==> src/sv/dcs_pkg.sv <==
// Types and constants shared by the display coprocessor sequencer files.
`default_nettype none

package dcs_pkg;

  // Fixed field widths of the channels and the configuration port.
  localparam int FETCH_ADDR_W = 19;
  localparam int WORD_W       = 16;
  localparam int OFFSET_W     = 9;
  localparam int CMD_W        = 2;
  localparam int CFG_INDEX_W  = 2;
  localparam int CFG_DATA_W   = 19;

  // Input commands.
  localparam logic [CMD_W-1:0] CMD_SLOT           = 2'd0;
  localparam logic [CMD_W-1:0] CMD_RESTART_FIRST  = 2'd1;
  localparam logic [CMD_W-1:0] CMD_RESTART_SECOND = 2'd2;
  localparam logic [CMD_W-1:0] CMD_STOP           = 2'd3;

  // Configuration register indexes.
  localparam logic [CFG_INDEX_W-1:0] CFG_DANGER_ENABLE     = 2'd0;
  localparam logic [CFG_INDEX_W-1:0] CFG_LIST_START_FIRST  = 2'd1;
  localparam logic [CFG_INDEX_W-1:0] CFG_LIST_START_SECOND = 2'd2;

  // Sequencer phases.
  localparam logic [1:0] PH_STOPPED      = 2'd0;
  localparam logic [1:0] PH_WAITING      = 2'd1;
  localparam logic [1:0] PH_FETCH_FIRST  = 2'd2;
  localparam logic [1:0] PH_FETCH_SECOND = 2'd3;

  // Instruction decode constants.
  localparam logic [WORD_W-1:0] OFFSET_MASK      = 16'h01fe;
  localparam logic [WORD_W-1:0] MIN_OFFSET       = 16'h0010;
  localparam logic [WORD_W-1:0] MIN_SAFE_OFFSET  = 16'h0020;
  localparam logic [WORD_W-1:0] CMP_MASK_FIXED   = 16'h8001;
  localparam logic [WORD_W-1:0] CMP_MASK_SELECT  = 16'h7ffe;

  typedef struct packed {
    logic [1:0]        phase;
    logic [WORD_W-1:0] first_word;
    logic [WORD_W-1:0] compare_mask;
    logic              skip_pending;
  } dcs_state_t;

  typedef struct packed {
    logic                slot_taken;
    logic                reg_write_valid;
    logic [OFFSET_W-1:0] reg_write_offset;
    logic [WORD_W-1:0]   reg_write_data;
    logic                halted;
  } dcs_result_t;

endpackage

`default_nettype wire

==> src/sv/dcs_if.sv <==
// Valid/ready channel interfaces for the item input and the result output.
`default_nettype none

interface dcs_in_if;
  import dcs_pkg::*;

  logic              valid;
  logic              ready;
  logic [CMD_W-1:0]  command;
  logic [WORD_W-1:0] beam_position;
  logic [WORD_W-1:0] fetch_word;

  modport source (output valid, command, beam_position, fetch_word, input ready);
  modport sink   (input valid, command, beam_position, fetch_word, output ready);
endinterface

interface dcs_out_if;
  import dcs_pkg::*;

  logic                    valid;
  logic                    ready;
  logic                    slot_taken;
  logic                    reg_write_valid;
  logic [OFFSET_W-1:0]     reg_write_offset;
  logic [WORD_W-1:0]       reg_write_data;
  logic [FETCH_ADDR_W-1:0] fetch_address;
  logic                    halted;

  modport source (output valid, slot_taken, reg_write_valid, reg_write_offset,
                  reg_write_data, fetch_address, halted, input ready);
  modport sink   (input valid, slot_taken, reg_write_valid, reg_write_offset,
                  reg_write_data, fetch_address, halted, output ready);
endinterface

`default_nettype wire

==> src/sv/dcs_exec.sv <==
// Combinational step of the sequencer: one beat against the current state.
`default_nettype none

module dcs_exec #(
  parameter int ADDR_BITS = 19
) (
  input  wire logic [dcs_pkg::CMD_W-1:0]        command,
  input  wire logic [dcs_pkg::WORD_W-1:0]       beam_position,
  input  wire logic [dcs_pkg::WORD_W-1:0]       fetch_word,
  input  wire logic                             danger_enable,
  input  wire logic [dcs_pkg::CFG_DATA_W-1:0]   list_start_first,
  input  wire logic [dcs_pkg::CFG_DATA_W-1:0]   list_start_second,
  input  wire dcs_pkg::dcs_state_t              state_cur,
  input  wire logic [ADDR_BITS-1:0]             list_address,
  output dcs_pkg::dcs_state_t                   state_nxt,
  output logic [ADDR_BITS-1:0]                  list_address_nxt,
  output dcs_pkg::dcs_result_t                  result
);
  import dcs_pkg::*;

  logic [ADDR_BITS-1:0] addr_inc;
  logic [WORD_W-1:0]    move_offset;
  logic [WORD_W-1:0]    new_mask;
  logic [WORD_W-1:0]    new_target;
  logic                 wait_done;
  logic                 new_reached;
  logic                 move_illegal;

  assign addr_inc     = list_address + ADDR_BITS'(1);
  assign move_offset  = state_cur.first_word & OFFSET_MASK;
  assign move_illegal = (move_offset < MIN_OFFSET) ||
                        ((move_offset < MIN_SAFE_OFFSET) && !danger_enable);
  assign wait_done    = (beam_position & state_cur.compare_mask) >= state_cur.first_word;
  assign new_mask     = CMP_MASK_FIXED | (fetch_word & CMP_MASK_SELECT);
  assign new_target   = state_cur.first_word & new_mask;
  assign new_reached  = (beam_position & new_mask) >= new_target;

  always_comb begin
    state_nxt        = state_cur;
    list_address_nxt = list_address;
    result           = '0;

    unique case (command)
      CMD_RESTART_FIRST: begin
        list_address_nxt = ADDR_BITS'(list_start_first);
        state_nxt.phase  = PH_FETCH_FIRST;
      end
      CMD_RESTART_SECOND: begin
        list_address_nxt = ADDR_BITS'(list_start_second);
        state_nxt.phase  = PH_FETCH_FIRST;
      end
      CMD_STOP: begin
        state_nxt.phase = PH_STOPPED;
      end
      CMD_SLOT: begin
        unique case (state_cur.phase)
          PH_STOPPED: begin
          end
          PH_WAITING: begin
            if (wait_done) begin
              state_nxt.phase = PH_FETCH_FIRST;
            end
          end
          PH_FETCH_FIRST: begin
            state_nxt.first_word = fetch_word;
            list_address_nxt     = addr_inc;
            state_nxt.phase      = PH_FETCH_SECOND;
            result.slot_taken    = 1'b1;
          end
          PH_FETCH_SECOND: begin
            state_nxt.skip_pending = 1'b0;
            list_address_nxt       = addr_inc;
            result.slot_taken      = 1'b1;
            state_nxt.phase        = PH_FETCH_FIRST;
            if (!state_cur.first_word[0]) begin
              // A pending skip swallows the move, legal or not.
              if (!state_cur.skip_pending) begin
                state_nxt.first_word = move_offset;
                if (move_illegal) begin
                  state_nxt.phase = PH_STOPPED;
                end else begin
                  result.reg_write_valid  = 1'b1;
                  result.reg_write_offset = move_offset[OFFSET_W-1:0];
                  result.reg_write_data   = fetch_word;
                end
              end
            end else begin
              state_nxt.compare_mask = new_mask;
              state_nxt.first_word   = new_target;
              if (!fetch_word[0]) begin
                state_nxt.phase = PH_WAITING;
              end else begin
                state_nxt.skip_pending = new_reached;
              end
            end
          end
          default: begin
          end
        endcase
      end
      default: begin
      end
    endcase

    result.halted = (state_nxt.phase == PH_STOPPED);
  end

endmodule

`default_nettype wire

==> src/sv/display_coprocessor_sequencer.sv <==
// Top level of the display list coprocessor sequencer (move, wait, skip).
//
//   Channel | Direction | Fields
//   in_ch   | sink      | command, beam_position, fetch_word
//   out_ch  | source    | slot_taken, reg_write_valid, reg_write_offset,
//           |           | reg_write_data, fetch_address, halted
//   cfg_*   | write     | cfg_we, cfg_index, cfg_wdata
//
// Each beat lands in an input register, is executed combinationally and its
// result is held in an output register before it is presented; a new beat can
// be taken every cycle while the output register is not stalled.
// Reset is synchronous: the sequencer starts stopped at list address zero.
// A stalled output still lets one more beat enter the input register.
`default_nettype none

module display_coprocessor_sequencer #(
  parameter int ADDR_BITS = 19
) (
  input  wire logic                               clk,
  input  wire logic                               rst_n,
  dcs_in_if.sink                                  in_ch,
  dcs_out_if.source                               out_ch,
  input  wire logic                               cfg_we,
  input  wire logic [dcs_pkg::CFG_INDEX_W-1:0]    cfg_index,
  input  wire logic [dcs_pkg::CFG_DATA_W-1:0]     cfg_wdata
);
  import dcs_pkg::*;

  // Configuration registers.
  logic                  danger_enable_r;
  logic [CFG_DATA_W-1:0] list_start_first_r;
  logic [CFG_DATA_W-1:0] list_start_second_r;

  // Input register.
  logic              in_valid_r;
  logic [CMD_W-1:0]  in_command_r;
  logic [WORD_W-1:0] in_beam_r;
  logic [WORD_W-1:0] in_word_r;

  // Sequencer state.
  dcs_state_t           state_r;
  dcs_state_t           state_nxt;
  logic [ADDR_BITS-1:0] list_address_r;
  logic [ADDR_BITS-1:0] list_address_nxt;

  // Output register.
  logic                    out_valid_r;
  dcs_result_t             out_result_r;
  dcs_result_t             result;
  logic [FETCH_ADDR_W-1:0] out_fetch_address_r;

  logic advance;
  logic in_accept;

  assign advance     = !out_valid_r || out_ch.ready;
  assign in_ch.ready = !in_valid_r || advance;
  assign in_accept   = in_ch.valid && in_ch.ready;

  dcs_exec #(
    .ADDR_BITS (ADDR_BITS)
  ) u_exec (
    .command           (in_command_r),
    .beam_position     (in_beam_r),
    .fetch_word        (in_word_r),
    .danger_enable     (danger_enable_r),
    .list_start_first  (list_start_first_r),
    .list_start_second (list_start_second_r),
    .state_cur         (state_r),
    .list_address      (list_address_r),
    .state_nxt         (state_nxt),
    .list_address_nxt  (list_address_nxt),
    .result            (result)
  );

  always_ff @(posedge clk) begin
    if (!rst_n) begin
      danger_enable_r     <= 1'b0;
      list_start_first_r  <= '0;
      list_start_second_r <= '0;
    end else if (cfg_we) begin
      unique case (cfg_index)
        CFG_DANGER_ENABLE:     danger_enable_r     <= cfg_wdata[0];
        CFG_LIST_START_FIRST:  list_start_first_r  <= cfg_wdata;
        CFG_LIST_START_SECOND: list_start_second_r <= cfg_wdata;
        default: begin
        end
      endcase
    end
  end

  always_ff @(posedge clk) begin
    if (!rst_n) begin
      in_valid_r <= 1'b0;
    end else if (in_accept) begin
      in_valid_r <= 1'b1;
    end else if (advance) begin
      in_valid_r <= 1'b0;
    end
  end

  always_ff @(posedge clk) begin
    if (in_accept) begin
      in_command_r <= in_ch.command;
      in_beam_r    <= in_ch.beam_position;
      in_word_r    <= in_ch.fetch_word;
    end
  end

  always_ff @(posedge clk) begin
    if (!rst_n) begin
      state_r        <= '{phase: PH_STOPPED, first_word: '0, compare_mask: '0,
                          skip_pending: 1'b0};
      list_address_r <= '0;
      out_valid_r    <= 1'b0;
    end else if (in_valid_r && advance) begin
      state_r        <= state_nxt;
      list_address_r <= list_address_nxt;
      out_valid_r    <= 1'b1;
    end else if (out_ch.ready) begin
      out_valid_r <= 1'b0;
    end
  end

  always_ff @(posedge clk) begin
    if (in_valid_r && advance) begin
      out_result_r        <= result;
      out_fetch_address_r <= FETCH_ADDR_W'(list_address_nxt);
    end
  end

  assign out_ch.valid            = out_valid_r;
  assign out_ch.slot_taken       = out_result_r.slot_taken;
  assign out_ch.reg_write_valid  = out_result_r.reg_write_valid;
  assign out_ch.reg_write_offset = out_result_r.reg_write_offset;
  assign out_ch.reg_write_data   = out_result_r.reg_write_data;
  assign out_ch.fetch_address    = out_fetch_address_r;
  assign out_ch.halted           = out_result_r.halted;

endmodule

`default_nettype wire
==> src/flat_wrapper.sv <==
// flat-port wrapper written by rule: the top's interface ports become plain ports
module display_coprocessor_sequencer_flat import dcs_pkg::*;
#(
  parameter int ADDR_BITS = 19
)
  (clk, rst_n, cfg_we, cfg_index, cfg_wdata, in_ch_valid, in_ch_command, in_ch_beam_position, in_ch_fetch_word, in_ch_ready, out_ch_valid, out_ch_slot_taken, out_ch_reg_write_valid, out_ch_reg_write_offset, out_ch_reg_write_data, out_ch_fetch_address, out_ch_halted, out_ch_ready);
  dcs_in_if in_ch_i ();
  dcs_out_if out_ch_i ();
  input  wire logic clk;
  input  wire logic rst_n;
  input  wire logic cfg_we;
  input  wire logic [dcs_pkg::CFG_INDEX_W-1:0] cfg_index;
  input  wire logic [dcs_pkg::CFG_DATA_W-1:0] cfg_wdata;
  input wire logic [$bits(in_ch_i.valid)-1:0] in_ch_valid;
  input wire logic [$bits(in_ch_i.command)-1:0] in_ch_command;
  input wire logic [$bits(in_ch_i.beam_position)-1:0] in_ch_beam_position;
  input wire logic [$bits(in_ch_i.fetch_word)-1:0] in_ch_fetch_word;
  output wire logic [$bits(in_ch_i.ready)-1:0] in_ch_ready;
  output wire logic [$bits(out_ch_i.valid)-1:0] out_ch_valid;
  output wire logic [$bits(out_ch_i.slot_taken)-1:0] out_ch_slot_taken;
  output wire logic [$bits(out_ch_i.reg_write_valid)-1:0] out_ch_reg_write_valid;
  output wire logic [$bits(out_ch_i.reg_write_offset)-1:0] out_ch_reg_write_offset;
  output wire logic [$bits(out_ch_i.reg_write_data)-1:0] out_ch_reg_write_data;
  output wire logic [$bits(out_ch_i.fetch_address)-1:0] out_ch_fetch_address;
  output wire logic [$bits(out_ch_i.halted)-1:0] out_ch_halted;
  input wire logic [$bits(out_ch_i.ready)-1:0] out_ch_ready;
  assign in_ch_i.valid = in_ch_valid;
  assign in_ch_i.command = in_ch_command;
  assign in_ch_i.beam_position = in_ch_beam_position;
  assign in_ch_i.fetch_word = in_ch_fetch_word;
  assign in_ch_ready = in_ch_i.ready;
  assign out_ch_valid = out_ch_i.valid;
  assign out_ch_slot_taken = out_ch_i.slot_taken;
  assign out_ch_reg_write_valid = out_ch_i.reg_write_valid;
  assign out_ch_reg_write_offset = out_ch_i.reg_write_offset;
  assign out_ch_reg_write_data = out_ch_i.reg_write_data;
  assign out_ch_fetch_address = out_ch_i.fetch_address;
  assign out_ch_halted = out_ch_i.halted;
  assign out_ch_i.ready = out_ch_ready;
  display_coprocessor_sequencer #(.ADDR_BITS(ADDR_BITS)) u_core (.clk(clk), .rst_n(rst_n), .in_ch(in_ch_i), .out_ch(out_ch_i), .cfg_we(cfg_we), .cfg_index(cfg_index), .cfg_wdata(cfg_wdata));
endmodule
==> config.mk <==
export PLATFORM = sky130hd
export DESIGN_NAME = display_coprocessor_sequencer_flat
export DESIGN_NICKNAME = d
export VERILOG_FILES = /design/src/sv/dcs_pkg.sv /design/src/sv/dcs_if.sv /design/src/sv/dcs_exec.sv /design/src/sv/display_coprocessor_sequencer.sv /design/src/flat_wrapper.sv
export SDC_FILE = /design/constraint.sdc
export NUM_CORES = 1
export LEC_CHECK = 0
export BUFFER_PORTS_ARGS = -buffer_cell sky130_fd_sc_hd__buf_2
export CAP_MARGIN = 20
export CORE_MARGIN = 5
export CORE_UTILIZATION = 40
export CTS_CLUSTER_DIAMETER = 30
export DETAILED_ROUTE_END_ITERATION = 7
export HOLD_SLACK_MARGIN = 0.08
export PLACE_DENSITY_LB_ADDON = 0.15
export SLEW_MARGIN = 20
export SYNTH_ARGS = -nofsm -noshare
export SYNTH_HDL_FRONTEND = slang
export SYNTH_SLANG_ARGS = --single-unit
==> constraint.sdc <==
create_clock -name clk -period 3.5 [get_ports clk]
set_input_delay 0.525 -clock clk [delete_from_list [all_inputs] [get_ports clk]]
set_output_delay 0.525 -clock clk [all_outputs]
set_load 0.005 [all_outputs]
==> impl_metrics.json <==
{
  "synth-seq-cells": 174,
  "min_period_over_period": 0.6964,
  "port-buffer-count": 107,
  "die_h_um": 152.3,
  "antenna_found_initial": 0,
  "worstPathMaxFanout": 14,
  "setup_viol": 0,
  "cts.clk_slew.worst_paths_ns": 0.07,
  "finClkSkew_ns": 0.01211,
  "seq_area_frac_synth": 0.5286,
  "fin_ws_ns": 1.062,
  "drtIter0Drc": 429,
  "end_kind": "flop",
  "synth_edf_count": 80,
  "die-width_um": 152.3,
  "drc": 0,
  "place_area_um2": 8882,
  "grt_pass1_wl_mm": 32.66,
  "rsz0062_at_grt": "false",
  "synth_compound_area_frac": 0.1763,
  "muxShareOfSynthArea": 0.007411,
  "syn_to_final_growth_pct": 16.78,
  "hold_class": "input port to flop",
  "routedWlPerCell_um": 16.94,
  "yosys-top-cells-count": "nand2_1 (161), dfxtp_1 (94), edfxtp_1 (80)",
  "htreeDepth": 4,
  "syn_area_um2": 8104,
  "start_util": 0.4031,
  "worst-setup-path-type": "flop to flop",
  "grt_max_degree": 68,
  "synth_cell_types": 65,
  "layout_min_cycle_time_ns": 2.438,
  "synth_nets": 914,
  "synth-simple-area-share": 0.2018,
  "max_slew.worst_pin.slew_ns": 0.9038,
  "synth_xor_area_frac": 0,
  "gp_congestion": 0.7965,
  "hold_buffers": 0,
  "max_freq_ghz": 0.4103,
  "hold_viol": 0,
  "async_flop_share": 0,
  "synth_area_per_cell_um2": 9.871,
  "drive_gt1_frac": 0.1857,
  "slew_viol_final": 0,
  "synth.area.top_cells": "edfxtp_1 (30%), dfxtp_1 (23%), nand2_1 (7.5%)",
  "pre_cts_ws_ns": 1.010,
  "wirelength_mm": 20.27,
  "grtUsageTotal": 0.1746,
  "vdd_drop_max_mv": 0.2999,
  "cts_sinks": 174,
  "final_nets": 1006,
  "crit_required_ns": 3.85,
  "cts_tree": "built",
  "grt_pass1_vias": 6143,
  "overflow": 0,
  "holdWs_ns": 0.2671,
  "std_cell_rows": 52,
  "synth_top_family_by_area": "simple AND/OR/NAND/NOR gates",
  "relSlewSlack": 0.3975,
  "synth_top_area_frac": 0.2964,
  "outcome": "finished, final reports clean",
  "worstSkewPairLatency_ns": 0.43,
  "post_cts_buffers": 0,
  "yosysWarnings": 0,
  "cts_buffers": 17,
  "cap_violations": 0,
  "antenna_cells": 0,
  "core-area_um2": 20100,
  "synthCells": 821,
  "die_area_um2": 23210,
  "p_leak_nw": 3.576,
  "ioPinCount": 109,
  "final_cell_area_um2": 9464,
  "worstPathArrival_ns": 2.79,
  "cts-root-buf": "clkbuf_16",
  "cts_buffer_depth": 2,
  "synthFlopType": "dfxtp_1",
  "fin_util": 0.4707,
  "vias": 6198,
  "start_kind": "flop",
  "yosysMostFrequentCell": "nand2_1",
  "cts_resized": 0,
  "synth_top_area_cell": "edfxtp_1",
  "p_per_area_nw_per_um2": 475.4,
  "timing.setup.tns_ns": 0,
  "ant_nets": 0,
  "viasPerCell": 5.182,
  "drt_first_pass_iters": 5,
  "hpwl_mm": 13.76,
  "synthAdderAreaFrac": 0.05095
}
-- layer usage --
metal	GRT usage	wire (um)	vias up
met4	0.04324	220	0
li1	-	-	3118
met3	0.03891	951	17
met5	0	0	-
met1	0.2348	9591	2907
met2	0.2879	9501	156
-- layout make-up --
| type | count | area, um2 |
|---|---|---|
| sequential | 174 | 4284 |
| fill | 1904 | 10640 |
| inverter | 22 | 82.58 |
| multi-input combinational | 580 | 3547 |
| clock buffer | 18 | 429.2 |
| timing repair buffer | 118 | 630.6 |
| clock inverter | 14 | 152.6 |
| tap | 270 | 337.8 |
-- flip-flops by register name (all words and copies together), names as in the netlist, 8 cells and up --
| signal | cells |
|---|---|
| u_core.state_r | 34 |
| u_core.list_address_r | 19 |
| u_core.list_start_first_r | 19 |
| u_core.list_start_second_r | 19 |
| u_core.out_ch.fetch_address | 19 |
| u_core.in_beam_r | 16 |
| u_core.in_word_r | 16 |
| u_core.out_ch.reg_write_data | 16 |
| u_core.out_ch.reg_write_offset | 8 |
-- where the power goes --
part           internal, W  leakage [nW]  switching (W)
Sequential         0.00221          1.53      0.0000583
Combinational     0.000140          1.77       0.000204
Clock              0.00101         0.277       0.000876
Total              0.00336          3.58        0.00114
-- worst paths after layout --
path | cells after the start | slack (ns) | endpoint | startpoint
setup reg to reg | 7 | 1.06 | u_core.state_r[14] | u_core.in_command_r[1]
setup / recovery | 7 | 1.06 | u_core.state_r[14] | u_core.in_command_r[1]
hold / removal | 1 | 0.27 | u_core.in_word_r[10] | in_ch_fetch_word[10]
hold reg to reg | 2 | 0.46 | u_core.state_r[6] | u_core.state_r[6]
-- placed cells by master (no fill, tap or decap), types with 4 or more instances in the layout --
cell       count
ha_1          33
buf_2        107
o22ai_1        5
nand2b_1       6
nor2b_1       11
a31oi_1        9
o221a_2        9
buf_4         10
o21ai_0       29
nand3_1       14
nor4_1        10
nand2_1      161
a211oi_1       4
o211a_1        4
nand4_1        8
inv_1         21
dfxtp_1       94
nor3_1         9
inv_8          5
and2_1        49
mux2i_1        6
a22oi_1        4
nor3b_1       10
edfxtp_1      80
clkbuf_16     17
a21oi_1       37
a21boi_0      55
nor2_1        38
a21o_1         7
o21a_1         7
-- worst max-delay path: stages, from the launching register on --
cell and delay [ns]:
edfxtp_1 0.42, nor2_2 0.51, and2_1 0.25, and2_2 0.19, and3_1 0.53, buf_4 0.26, nand2_1 0.06, a21boi_0 0.14
-- stage by stage --
step	instances	power (W)
after floorplan	821	0.002507
after CTS	1196	0.004554
after global routing	1196	0.004688
after detailed placement	1164	0.002660
final	1196	0.004499
after global placement	1164	0.002658
-- kinds of logic after synthesis --
kind of cell             after synthesis
AND/OR/NAND/NOR                      337
AO/OA/AOI/OAI                        203
flip-flops                           174
buffers and inverters                 67
adder cells (fa/ha/maj)               33
multiplexers                           6
other                                  1
Power figures use the tool's default switching activity.
